`config.mk`:
```
export PLATFORM = sky130hd
export DESIGN_NAME = i2c_master_byte_engine_unit_flat
export DESIGN_NICKNAME = d
export VERILOG_FILES = /design/src/rtl/i2cm_pkg.sv /design/src/rtl/i2cm_in_if.sv /design/src/rtl/i2cm_out_if.sv /design/src/rtl/i2cm_seq.sv /design/src/rtl/i2c_master_byte_engine_unit.sv /design/src/flat_wrapper.sv
export SDC_FILE = /design/constraint.sdc
export NUM_CORES = 1
export LEC_CHECK = 0
export BUFFER_PORTS_ARGS = -buffer_cell sky130_fd_sc_hd__buf_2
export CORE_MARGIN = 2
export CORE_UTILIZATION = 45
export CTS_CLUSTER_DIAMETER = 40
export DETAILED_ROUTE_END_ITERATION = 8
export PLACE_DENSITY_LB_ADDON = 0.15
export SLEW_MARGIN = 10
export SYNTH_ARGS = -nofsm -noshare
export SYNTH_HDL_FRONTEND = slang
export SYNTH_SLANG_ARGS = --single-unit
```
`constraint.sdc`:
```
create_clock -name i_clk -period 4.4 [get_ports i_clk]
set_clock_uncertainty 0.15 [all_clocks]
set_input_delay 0.66 -clock i_clk [delete_from_list [all_inputs] [get_ports i_clk]]
set_output_delay 0.66 -clock i_clk [all_outputs]
set_load 0.005 [all_outputs]
```
`src/rtl/i2cm_pkg.sv`:
```
package i2cm_pkg;

    // Default width of the segment hold timer
    localparam int TIMER_BITS_DEF = 17;

    // Half unit length after reset, in ticks
    localparam logic [15:0] HALF_RESET = 16'd50;

    // Command codes carried in the kind field
    typedef enum logic [2:0] {
        CMD_NONE    = 3'd0,
        CMD_START   = 3'd1,
        CMD_RESTART = 3'd2,
        CMD_STOP    = 3'd3,
        CMD_WRITE   = 3'd4,
        CMD_READ    = 3'd5
    } t_cmd;

    // Result of one tick, handed from the sequencer to the output register
    typedef struct packed {
        logic       scl_level;
        logic       sda_level;
        logic       sda_enable;
        logic       busy_res;
        logic       done_res;
        logic [7:0] rx_byte;
        logic       ack_missing;
    } t_res;

endpackage

```
`src/rtl/i2cm_in_if.sv`:
```
interface i2cm_in_if;
    logic       valid;
    logic       ready;
    logic [2:0] kind;
    logic [7:0] tx_byte;
    logic       send_ack;
    logic       sda_in;

    modport source (output valid, kind, tx_byte, send_ack, sda_in, input ready);
    modport sink   (input valid, kind, tx_byte, send_ack, sda_in, output ready);
endinterface

```
`src/rtl/i2cm_out_if.sv`:
```
interface i2cm_out_if;
    logic       valid;
    logic       ready;
    logic       scl_level;
    logic       sda_level;
    logic       sda_enable;
    logic       busy_res;
    logic       done_res;
    logic [7:0] rx_byte;
    logic       ack_missing;

    modport source (output valid, scl_level, sda_level, sda_enable, busy_res, done_res,
                     rx_byte, ack_missing, input ready);
    modport sink   (input valid, scl_level, sda_level, sda_enable, busy_res, done_res,
                     rx_byte, ack_missing, output ready);
endinterface

```
`src/rtl/i2cm_seq.sv`:
```
module i2cm_seq #(
    parameter int TIMER_BITS = i2cm_pkg::TIMER_BITS_DEF
) (
    input  logic            i_clk,
    input  logic            i_rst_n,
    input  logic            i_step,
    input  logic [2:0]      i_kind,
    input  logic [7:0]      i_tx_byte,
    input  logic            i_send_ack,
    input  logic            i_sda_in,
    input  logic [15:0]     i_half,
    output i2cm_pkg::t_res  o_res
);
    import i2cm_pkg::*;

    localparam int LEN_W = (TIMER_BITS > 17) ? TIMER_BITS : 17;

    typedef logic [3:0] t_step;

    // Segment numbers of each sequence
    localparam t_step ST_SCL_LO   = 4'd0;
    localparam t_step ST_SDA_HI   = 4'd1;
    localparam t_step ST_SCL_HI   = 4'd2;
    localparam t_step ST_SDA_LO   = 4'd3;
    localparam t_step ST_LAST     = 4'd4;
    localparam t_step RS_SDA_HI   = 4'd0;
    localparam t_step RS_SCL_HI   = 4'd1;
    localparam t_step RS_SDA_LO   = 4'd2;
    localparam t_step RS_LAST     = 4'd3;
    localparam t_step SP_LOW      = 4'd0;
    localparam t_step SP_SCL_HI   = 4'd1;
    localparam t_step SP_LAST     = 4'd2;
    localparam t_step WR_BIT      = 4'd0;
    localparam t_step WR_SCL_HI   = 4'd1;
    localparam t_step WR_SCL_LO   = 4'd2;
    localparam t_step WR_HOLD     = 4'd3;
    localparam t_step WR_REL      = 4'd4;
    localparam t_step WR_ACK_HI   = 4'd5;
    localparam t_step WR_ACK_HOLD = 4'd6;
    localparam t_step WR_ACK_LO   = 4'd7;
    localparam t_step WR_LAST     = 4'd8;
    localparam t_step RD_SAMPLE   = 4'd0;
    localparam t_step RD_LOW      = 4'd1;
    localparam t_step RD_ACK_HI   = 4'd2;
    localparam t_step RD_LAST     = 4'd3;

    localparam logic [3:0] BITS_PER_BYTE = 4'd8;

    typedef struct packed {
        logic en;
        logic sda;
        logic scl;
    } t_pins;

    typedef struct packed {
        t_pins pins;
        logic  two;
    } t_enter;

    // Pin change of a segment and whether it holds two half units
    function automatic t_enter enter_seg(t_cmd cmd, t_step s, t_pins p, logic msb,
                                         logic ack_ch);
        t_enter e;
        e.pins = p;
        e.two  = 1'b1;
        unique case (cmd)
            CMD_START: begin
                if (s == ST_SCL_LO) begin
                    e.pins.scl = 1'b0;
                    e.pins.en  = 1'b1;
                    e.two      = 1'b0;
                end else if (s == ST_SDA_HI) begin
                    e.pins.sda = 1'b1;
                end else if (s == ST_SCL_HI) begin
                    e.pins.scl = 1'b1;
                end else if (s == ST_SDA_LO) begin
                    e.pins.sda = 1'b0;
                end else begin
                    e.pins.scl = 1'b0;
                end
            end
            CMD_RESTART: begin
                if (s == RS_SDA_HI) begin
                    e.pins.en  = 1'b1;
                    e.pins.sda = 1'b1;
                end else if (s == RS_SCL_HI) begin
                    e.pins.scl = 1'b1;
                end else if (s == RS_SDA_LO) begin
                    e.pins.sda = 1'b0;
                end else begin
                    e.pins.scl = 1'b0;
                end
            end
            CMD_STOP: begin
                if (s == SP_LOW) begin
                    e.pins.en  = 1'b1;
                    e.pins.scl = 1'b0;
                    e.pins.sda = 1'b0;
                end else if (s == SP_SCL_HI) begin
                    e.pins.scl = 1'b1;
                end else begin
                    e.pins.sda = 1'b1;
                end
            end
            CMD_WRITE: begin
                unique case (s)
                    WR_BIT: begin
                        e.pins.en  = 1'b1;
                        e.pins.sda = msb;
                        e.two      = 1'b0;
                    end
                    WR_SCL_HI: e.pins.scl = 1'b1;
                    WR_SCL_LO: begin
                        e.pins.scl = 1'b0;
                        e.two      = 1'b0;
                    end
                    WR_HOLD: e.two = 1'b0;
                    WR_REL: begin
                        e.pins.sda = 1'b1;
                        e.pins.en  = 1'b0;
                        e.two      = 1'b0;
                    end
                    WR_ACK_HI: e.pins.scl = 1'b1;
                    WR_ACK_HOLD: e.two = 1'b0;
                    WR_ACK_LO: begin
                        e.pins.scl = 1'b0;
                        e.two      = 1'b0;
                    end
                    default: begin
                        e.pins.en = 1'b1;
                        e.two     = 1'b0;
                    end
                endcase
            end
            default: begin
                if (s == RD_SAMPLE) begin
                    e.pins.sda = 1'b1;
                    e.pins.en  = 1'b0;
                    e.pins.scl = 1'b1;
                end else if (s == RD_LOW) begin
                    e.pins.scl = 1'b0;
                end else if (s == RD_ACK_HI) begin
                    e.pins.en  = 1'b1;
                    e.pins.sda = !ack_ch;
                    e.pins.scl = 1'b1;
                end else begin
                    e.pins.scl = 1'b0;
                    e.pins.sda = 1'b1;
                end
            end
        endcase
        return e;
    endfunction

    // Segment length in ticks, zero half unit read as one, saturated to the timer
    function automatic logic [TIMER_BITS-1:0] seg_len(logic [15:0] half, logic two);
        logic [15:0]      h;
        logic [LEN_W-1:0] t;
        logic [LEN_W-1:0] tmax;
        h    = (half == 16'd0) ? 16'd1 : half;
        t    = LEN_W'(two ? {h, 1'b0} : {1'b0, h});
        tmax = LEN_W'({TIMER_BITS{1'b1}});
        if (t > tmax) begin
            t = tmax;
        end
        return t[TIMER_BITS-1:0];
    endfunction

    t_cmd                  r_cmd, n_cmd;
    t_step                 r_seg, n_seg;
    logic [TIMER_BITS-1:0] r_timer, n_timer;
    logic [3:0]            r_bits, n_bits;
    logic [7:0]            r_shift, n_shift;
    logic [7:0]            r_rx, n_rx;
    logic                  r_ack, n_ack;
    t_pins                 r_pins, n_pins;
    logic                  r_ack_ch, n_ack_ch;

    // Work out one tick: take a command, count down, end or enter a segment
    always_comb begin
        t_enter e;
        t_pins  shown;
        logic   last;
        t_step  nxt;

        n_cmd    = r_cmd;
        n_seg    = r_seg;
        n_timer  = r_timer;
        n_bits   = r_bits;
        n_shift  = r_shift;
        n_rx     = r_rx;
        n_ack    = r_ack;
        n_pins   = r_pins;
        n_ack_ch = r_ack_ch;
        last     = 1'b0;
        nxt      = 4'd0;
        e        = '0;

        o_res          = '0;

        // Take a new command when idle
        if (r_cmd == CMD_NONE && i_kind >= 3'(CMD_START) && i_kind <= 3'(CMD_READ)) begin
            n_cmd  = t_cmd'(i_kind);
            n_seg  = 4'd0;
            n_bits = 4'd0;
            if (t_cmd'(i_kind) == CMD_WRITE) begin
                n_shift = i_tx_byte;
            end else if (t_cmd'(i_kind) == CMD_READ) begin
                n_shift  = 8'd0;
                n_ack_ch = i_send_ack;
            end
            e       = enter_seg(n_cmd, n_seg, n_pins, n_shift[7], n_ack_ch);
            n_pins  = e.pins;
            n_timer = seg_len(i_half, e.two);
        end

        shown = n_pins;

        // Count down the segment and act at its end
        if (n_cmd != CMD_NONE) begin
            o_res.busy_res = 1'b1;
            if (n_timer != '0) begin
                n_timer = n_timer - 1'b1;
            end
            if (n_timer == '0) begin
                nxt = 4'(n_seg + 4'd1);
                unique case (n_cmd)
                    CMD_START:   last = (n_seg >= ST_LAST);
                    CMD_RESTART: last = (n_seg >= RS_LAST);
                    CMD_STOP:    last = (n_seg >= SP_LAST);
                    CMD_WRITE: begin
                        if (n_seg == WR_SCL_LO) begin
                            n_shift = {n_shift[6:0], 1'b0};
                            n_bits  = n_bits + 4'd1;
                            nxt     = (n_bits < BITS_PER_BYTE) ? WR_BIT : WR_HOLD;
                        end else if (n_seg == WR_ACK_HI) begin
                            n_ack = i_sda_in;
                        end
                        last = (n_seg >= WR_LAST);
                    end
                    default: begin
                        if (n_seg == RD_SAMPLE) begin
                            n_shift = {n_shift[6:0], i_sda_in};
                        end else if (n_seg == RD_LOW) begin
                            n_bits = n_bits + 4'd1;
                            if (n_bits < BITS_PER_BYTE) begin
                                nxt = RD_SAMPLE;
                            end else begin
                                n_rx = n_shift;
                                nxt  = RD_ACK_HI;
                            end
                        end
                        last = (n_seg >= RD_LAST);
                    end
                endcase
                if (last) begin
                    o_res.done_res = 1'b1;
                    n_cmd          = CMD_NONE;
                    n_seg          = 4'd0;
                end else begin
                    n_seg   = nxt;
                    e       = enter_seg(n_cmd, n_seg, n_pins, n_shift[7], n_ack_ch);
                    n_pins  = e.pins;
                    n_timer = seg_len(i_half, e.two);
                end
            end
        end

        o_res.scl_level   = shown.scl;
        o_res.sda_level   = shown.sda;
        o_res.sda_enable  = shown.en;
        o_res.rx_byte     = n_rx;
        o_res.ack_missing = n_ack;
    end

    // Hold the sequencer state; advance on each accepted tick
    always_ff @(posedge i_clk) begin
        if (!i_rst_n) begin
            r_cmd    <= CMD_NONE;
            r_seg    <= 4'd0;
            r_timer  <= '0;
            r_bits   <= 4'd0;
            r_shift  <= 8'd0;
            r_rx     <= 8'd0;
            r_ack    <= 1'b0;
            r_pins   <= '{en: 1'b1, sda: 1'b0, scl: 1'b0};
            r_ack_ch <= 1'b0;
        end else if (i_step) begin
            r_cmd    <= n_cmd;
            r_seg    <= n_seg;
            r_timer  <= n_timer;
            r_bits   <= n_bits;
            r_shift  <= n_shift;
            r_rx     <= n_rx;
            r_ack    <= n_ack;
            r_pins   <= n_pins;
            r_ack_ch <= n_ack_ch;
        end
    end

endmodule

```
`src/rtl/i2c_master_byte_engine_unit.sv`:
```
// I2C master pin sequencer, one input word per system tick.
// Input channel i_in: each word is one tick of bus time, carrying an optional
// command (start, repeated start, stop, write byte, read byte), the byte to send,
// the ack choice for reads and the sampled SDA level. Commands that arrive while
// a sequence runs, including on its done tick, are ignored.
// Output channel o_out: one word per input word with the SCL/SDA drive, SDA
// enable, busy and done flags, the last received byte and the missing-ack flag.
// Each result is registered and valid in the cycle after its word is accepted.
// Throughput: one word per cycle unless stalled; the state update and result
// are worked out in a single pass from the sequencer registers into the output
// register. When the receiver stalls, the output register holds its word and
// i_in.ready drops only while that word is still waiting, so nothing is lost.
// i_cfg_wr_en/i_cfg_wr_data set the half unit length in ticks; write it only
// while no sequence runs. Reset leaves the sequencer idle, SCL and SDA driven
// low with SDA enabled, a half unit of 50 ticks and the output register empty.
module i2c_master_byte_engine_unit #(
    parameter int TIMER_BITS = i2cm_pkg::TIMER_BITS_DEF
) (
    input  logic        i_clk,
    input  logic        i_rst_n,
    i2cm_in_if.sink     i_in,
    i2cm_out_if.source  o_out,
    input  logic        i_cfg_wr_en,
    input  logic [15:0] i_cfg_wr_data
);
    import i2cm_pkg::*;

    logic [15:0] r_half;
    logic        r_out_valid;
    t_res        r_res;
    t_res        seq_res;
    logic        in_take;

    assign i_in.ready = !r_out_valid || o_out.ready;
    assign in_take    = i_in.valid && i_in.ready;

    // Half unit register
    always_ff @(posedge i_clk) begin
        if (!i_rst_n) begin
            r_half <= HALF_RESET;
        end else if (i_cfg_wr_en) begin
            r_half <= i_cfg_wr_data;
        end
    end

    i2cm_seq #(
        .TIMER_BITS (TIMER_BITS)
    ) u_seq (
        .i_clk      (i_clk),
        .i_rst_n    (i_rst_n),
        .i_step     (in_take),
        .i_kind     (i_in.kind),
        .i_tx_byte  (i_in.tx_byte),
        .i_send_ack (i_in.send_ack),
        .i_sda_in   (i_in.sda_in),
        .i_half     (r_half),
        .o_res      (seq_res)
    );

    // Output register: load on accept, drop when taken
    always_ff @(posedge i_clk) begin
        if (!i_rst_n) begin
            r_out_valid <= 1'b0;
        end else if (in_take) begin
            r_out_valid <= 1'b1;
        end else if (o_out.ready) begin
            r_out_valid <= 1'b0;
        end
    end

    always_ff @(posedge i_clk) begin
        if (in_take) begin
            r_res <= seq_res;
        end
    end

    assign o_out.valid       = r_out_valid;
    assign o_out.scl_level   = r_res.scl_level;
    assign o_out.sda_level   = r_res.sda_level;
    assign o_out.sda_enable  = r_res.sda_enable;
    assign o_out.busy_res    = r_res.busy_res;
    assign o_out.done_res    = r_res.done_res;
    assign o_out.rx_byte     = r_res.rx_byte;
    assign o_out.ack_missing = r_res.ack_missing;

endmodule

```
`src/flat_wrapper.sv`:
```
// flat-port wrapper written by rule: the top's interface ports become plain ports
module i2c_master_byte_engine_unit_flat import i2cm_pkg::*;
#(
    parameter int TIMER_BITS = i2cm_pkg::TIMER_BITS_DEF
)
  (i_clk, i_rst_n, i_cfg_wr_en, i_cfg_wr_data, i_in_valid, i_in_kind, i_in_tx_byte, i_in_send_ack, i_in_sda_in, i_in_ready, o_out_valid, o_out_scl_level, o_out_sda_level, o_out_sda_enable, o_out_busy_res, o_out_done_res, o_out_rx_byte, o_out_ack_missing, o_out_ready);
  i2cm_in_if i_in_i ();
  i2cm_out_if o_out_i ();
  input  logic i_clk;
  input  logic i_rst_n;
  input  logic i_cfg_wr_en;
  input  logic [15:0] i_cfg_wr_data;
  input wire logic [$bits(i_in_i.valid)-1:0] i_in_valid;
  input wire logic [$bits(i_in_i.kind)-1:0] i_in_kind;
  input wire logic [$bits(i_in_i.tx_byte)-1:0] i_in_tx_byte;
  input wire logic [$bits(i_in_i.send_ack)-1:0] i_in_send_ack;
  input wire logic [$bits(i_in_i.sda_in)-1:0] i_in_sda_in;
  output wire logic [$bits(i_in_i.ready)-1:0] i_in_ready;
  output wire logic [$bits(o_out_i.valid)-1:0] o_out_valid;
  output wire logic [$bits(o_out_i.scl_level)-1:0] o_out_scl_level;
  output wire logic [$bits(o_out_i.sda_level)-1:0] o_out_sda_level;
  output wire logic [$bits(o_out_i.sda_enable)-1:0] o_out_sda_enable;
  output wire logic [$bits(o_out_i.busy_res)-1:0] o_out_busy_res;
  output wire logic [$bits(o_out_i.done_res)-1:0] o_out_done_res;
  output wire logic [$bits(o_out_i.rx_byte)-1:0] o_out_rx_byte;
  output wire logic [$bits(o_out_i.ack_missing)-1:0] o_out_ack_missing;
  input wire logic [$bits(o_out_i.ready)-1:0] o_out_ready;
  assign i_in_i.valid = i_in_valid;
  assign i_in_i.kind = i_in_kind;
  assign i_in_i.tx_byte = i_in_tx_byte;
  assign i_in_i.send_ack = i_in_send_ack;
  assign i_in_i.sda_in = i_in_sda_in;
  assign i_in_ready = i_in_i.ready;
  assign o_out_valid = o_out_i.valid;
  assign o_out_scl_level = o_out_i.scl_level;
  assign o_out_sda_level = o_out_i.sda_level;
  assign o_out_sda_enable = o_out_i.sda_enable;
  assign o_out_busy_res = o_out_i.busy_res;
  assign o_out_done_res = o_out_i.done_res;
  assign o_out_rx_byte = o_out_i.rx_byte;
  assign o_out_ack_missing = o_out_i.ack_missing;
  assign o_out_i.ready = o_out_ready;
  i2c_master_byte_engine_unit #(.TIMER_BITS(TIMER_BITS)) u_core (.i_clk(i_clk), .i_rst_n(i_rst_n), .i_in(i_in_i), .o_out(o_out_i), .i_cfg_wr_en(i_cfg_wr_en), .i_cfg_wr_data(i_cfg_wr_data));
endmodule
```
==> out/qor.yml <==
ys_seq_area_share_pct: 30.06
antenna_found_initial: 0
setup_ws_ps: 226.9
cts_root_buf: "clkbuf_16"
route.vias.total: 6219
rrSetupSlack_ps: 250
slew_viol_final: 0
tritoncts: "yes"
ant_nets: 0
grtUsageTotal_pct: 28.41
cp_data_arrival_time_ps: 4300
worst_pin_slew_ps: 957.2
setup_viol: 0
internal_power_mw: 1.512
critPathMaxStageDelay_ps: 590
syn_area_per_cell_um2: 8.068
die_area_um2: 13800
synth_nets: 758
rr_worst_depth: 12
crit_chain: "buf_2 > a2111oi_4 > nand2_4 > nand2_1 > ha_1 > or4b_2 > o41ai_1 > nor2_1 > nor2_2 > mux2_4 > o41ai_4 > o31ai_4 > buf_4 > mux2i_1 > or4_1 > o21ai_0"
fin_tns_setup_ps: 0
clockBufferDepth: 2
netlist_area_um2: 5793
fin_hold_ws_ps: 313.0
slew_headroom_pct: 36.19
finalNonFillerCells: 1034
holdCritPathClass: "reg -> reg"
synthCells: 718
met3_usage_pct: 4.215
use_met2_pct: 42.58
die_x_um: 117.5
yosys_most_used_dff: "dfxtp_1"
post_drt_wl_per_cell_um: 19.40
rows: 41
via_per_inst: 6.015
total_power_mw: 2.296
maxCapViolCount: 0
grt_pass1_wl_um: 30930
outcome: "complete, no violations"
antenna_cells: 0
holdPathStages: 2
end_kind: "register"
crit_type: "in -> reg"
place_ws_ps: -214.6
p_clk_share_pct: 29.9
p_sw_mw: 0.7837
path_max_fanout: 7
r2r_end: "u_core.u_seq.r_timer[0]$_SDFFE_PN0P_"
grt_max_degree: 48
numCtsBuffers: 9
globalRouteMet1Util_pct: 41.33
hold_viol_final: 0
grt_busiest_layer: "met2"
fin_nets: 897
power_frac_seq_pct: 35.4
r2r-start: "u_core.u_seq.r_cmd[2]$_SDFFE_PN0P_"
clkTransAtPathRegs_ps: 60
cts.sinks: 80
yosys_register_bits: 80
overflow: 0
io_buffers: 49
finalWirelength_um: 20060
ys_warn_count: 0
first_global_vias: 5534
start_util_pct: 45.91
cpMaxStageDelayCell: "or4b_2"
hold-path-endpoint: "u_core.u_seq.r_rx[3]$_SDFFE_PN0P_"
htreeDepth: 3
synth_edf_count: 14
first_iter_violations: 489
swShare_pct: 34.14
chipHeight_um: 117.5
clkLatencyLatePin_ps: 350
gp_congestion: 0.9837
final_core_util_pct: 58.60
fin_area_um2: 7395
max_freq_ghz: 0.2396
drive_gt1_share_pct: 28.31
ctsHoldBuffers: 0
peakVddDrop_uv: 155.5
p_per_area_nw_per_um2: 310.4
place_area_um2: 7089
leakagePower_nw: 3.123
cp-start-kind: "input port"
firstDrtPassIters: 5
period_share_pct: 94.84
io_pins: 50
min_period_ps: 4173
dp_hpwl_um: 14930
syn2layout_area_growth_pct: 27.65
crit_required_ps: 4520
async_flop_share_pct: 0
crit_family: "simple AND/OR/NAND/NOR gates"
placedCellCount: 1017
pwr-share-comb_pct: 34.7
min_from: "u_core.u_seq.r_rx[3]$_SDFFE_PN0P_"
drc: 0
path_buf_inv: 2
synth.distinct_cells: 79
coreArea_um2: 12620
-- cell usage after synthesis (7+ instances only) --
cell / number / share of area [%]
nand2_1: 85 / 5.5
dfxtp_1: 66 / 23
nor2_1: 53 / 3.4
mux2i_1: 43 / 7.4
o21ai_0: 41 / 3.5
nand3_1: 34 / 2.9
a21oi_1: 31 / 2.7
clkbuf_1: 31 / 2.0
inv_1: 22 / 1.4
nor3_1: 20 / 1.7
nor4_1: 15 / 1.6
a211oi_1: 14 / 1.8
edfxtp_1: 14 / 7.3
buf_2: 13 / 1.1
or3_1: 13 / 1.4
o211ai_1: 12 / 1.6
and2_1: 11 / 1.2
o221ai_1: 10 / 1.5
nand3b_1: 9 / 1.2
and3_1: 8 / 0.86
mux2_1: 8 / 1.6
mux2_2: 8 / 1.6
nand4_1: 8 / 0.86
o221a_2: 7 / 1.4
xnor2_1: 7 / 1.1
xor2_1: 7 / 1.1
-- state kept, by name (all words and copies together) (netlist names), 3 cells and up --
signal and flops:
u_core.u_seq.r_timer 17, u_core.r_half 16, u_core.o_out.rx_byte 8, u_core.u_seq.r_rx 8, u_core.u_seq.r_shift 8, u_core.u_seq.r_bits 4
u_core.u_seq.r_seg 4, u_core.u_seq.r_cmd 3, u_core.u_seq.r_pins 3
-- area by class of cell --
cell class              count  area, µm²
multi-input cells         563       3847
well taps                 172      215.2
fillers                  1180       5225
inverters                  23      86.33
clock buffers               9      225.2
flip-flops and latches     80       1742
clock inverters             7      37.54
repair buffers            180       1241
-- power groups by stage --
stage	Combinational (mW)	Sequential, mW	Clock (mW)
final	0.797	0.811	0.687
after global routing	0.858	0.815	0.727
after CTS	0.779	0.810	0.702
after detailed placement	0.774	0.826	0
after global placement	0.773	0.825	0
after floorplan	0.449	0.824	0
-- worst reg2reg max path: cells and delay by family (launching register included) --
| family | cells | cell delay, ps |
|---|---|---|
| buffers and inverters | 2 | 320 |
| AOI/OAI and AO/OA | 3 | 880 |
| muxes | 1 | 250 |
| and+or+nand+nor | 6 | 2090 |
| DFF | 1 | 400 |
-- per-layer routing --
metal	vias up	wire length (µm)
met5	-	0
met4	0	481
met3	30	1472
met2	246	8804
met1	2961	9301
li1	2982	-
-- worst max path at each step --
stage / startpoint / to / slack, ps / cells after the start
final: i_in_kind[2] / u_core.u_seq.r_timer[6]$_SDFFE_PN0P_ / 230 / 16
after global placement: i_in_kind[1] / u_core.o_out.rx_byte[5]$_DFFE_PP_ / -180 / 14
after global routing: i_in_kind[2] / u_core.u_seq.r_timer[0]$_SDFFE_PN0P_ / -10 / 19
after detailed placement: i_in_kind[1] / u_core.u_seq.r_timer[0]$_SDFFE_PN0P_ / -210 / 15
after floorplan: i_in_kind[2] / u_core.o_out.rx_byte[7]$_DFFE_PP_ / 0.8 / 14
after CTS: u_core.r_half[12]$_SDFFE_PN0P_ / u_core.u_seq.r_timer[0]$_SDFFE_PN0P_ / 90 / 16
-- cells in the final DEF, fill, tap and decap left out, drive strengths merged, types with 7 or more instances in the layout --
cell,n
o221a,7
nor3,22
nor4,18
nand3b,9
buf,180
inv,23
mux2,16
nand4,9
a211oi,15
a21oi,31
nand3,35
clkbuf,9
o221ai,12
o211ai,12
or3,13
nand2,86
mux2i,43
xnor2,7
nor2,53
xor2,7
and3,8
edfxtp,14
o21ai,47
and2,11
dfxtp,66
-- kinds of logic (layout without fill, tap and decap cells) --
family	count (synthesis)	in the layout	synth area share (%)
AND/OR/NAND/NOR	289	289	26.37
AO/OA/AOI/OAI	194	194	24.10
flip-flops	80	80	30.06
buffers and inverters	75	219	5.335
multiplexers	59	59	10.54
XOR/XNOR	14	14	2.117
adder cells (fa/ha/maj)	7	7	1.469
-- timing repair --
item                                    CTS  global route
resized for setup                         0             7
endpoints found under the setup margin    0            22
hold endpoints to repair                  0             0
setup buffers                             0             1
(Power assumes the default switching activity.)
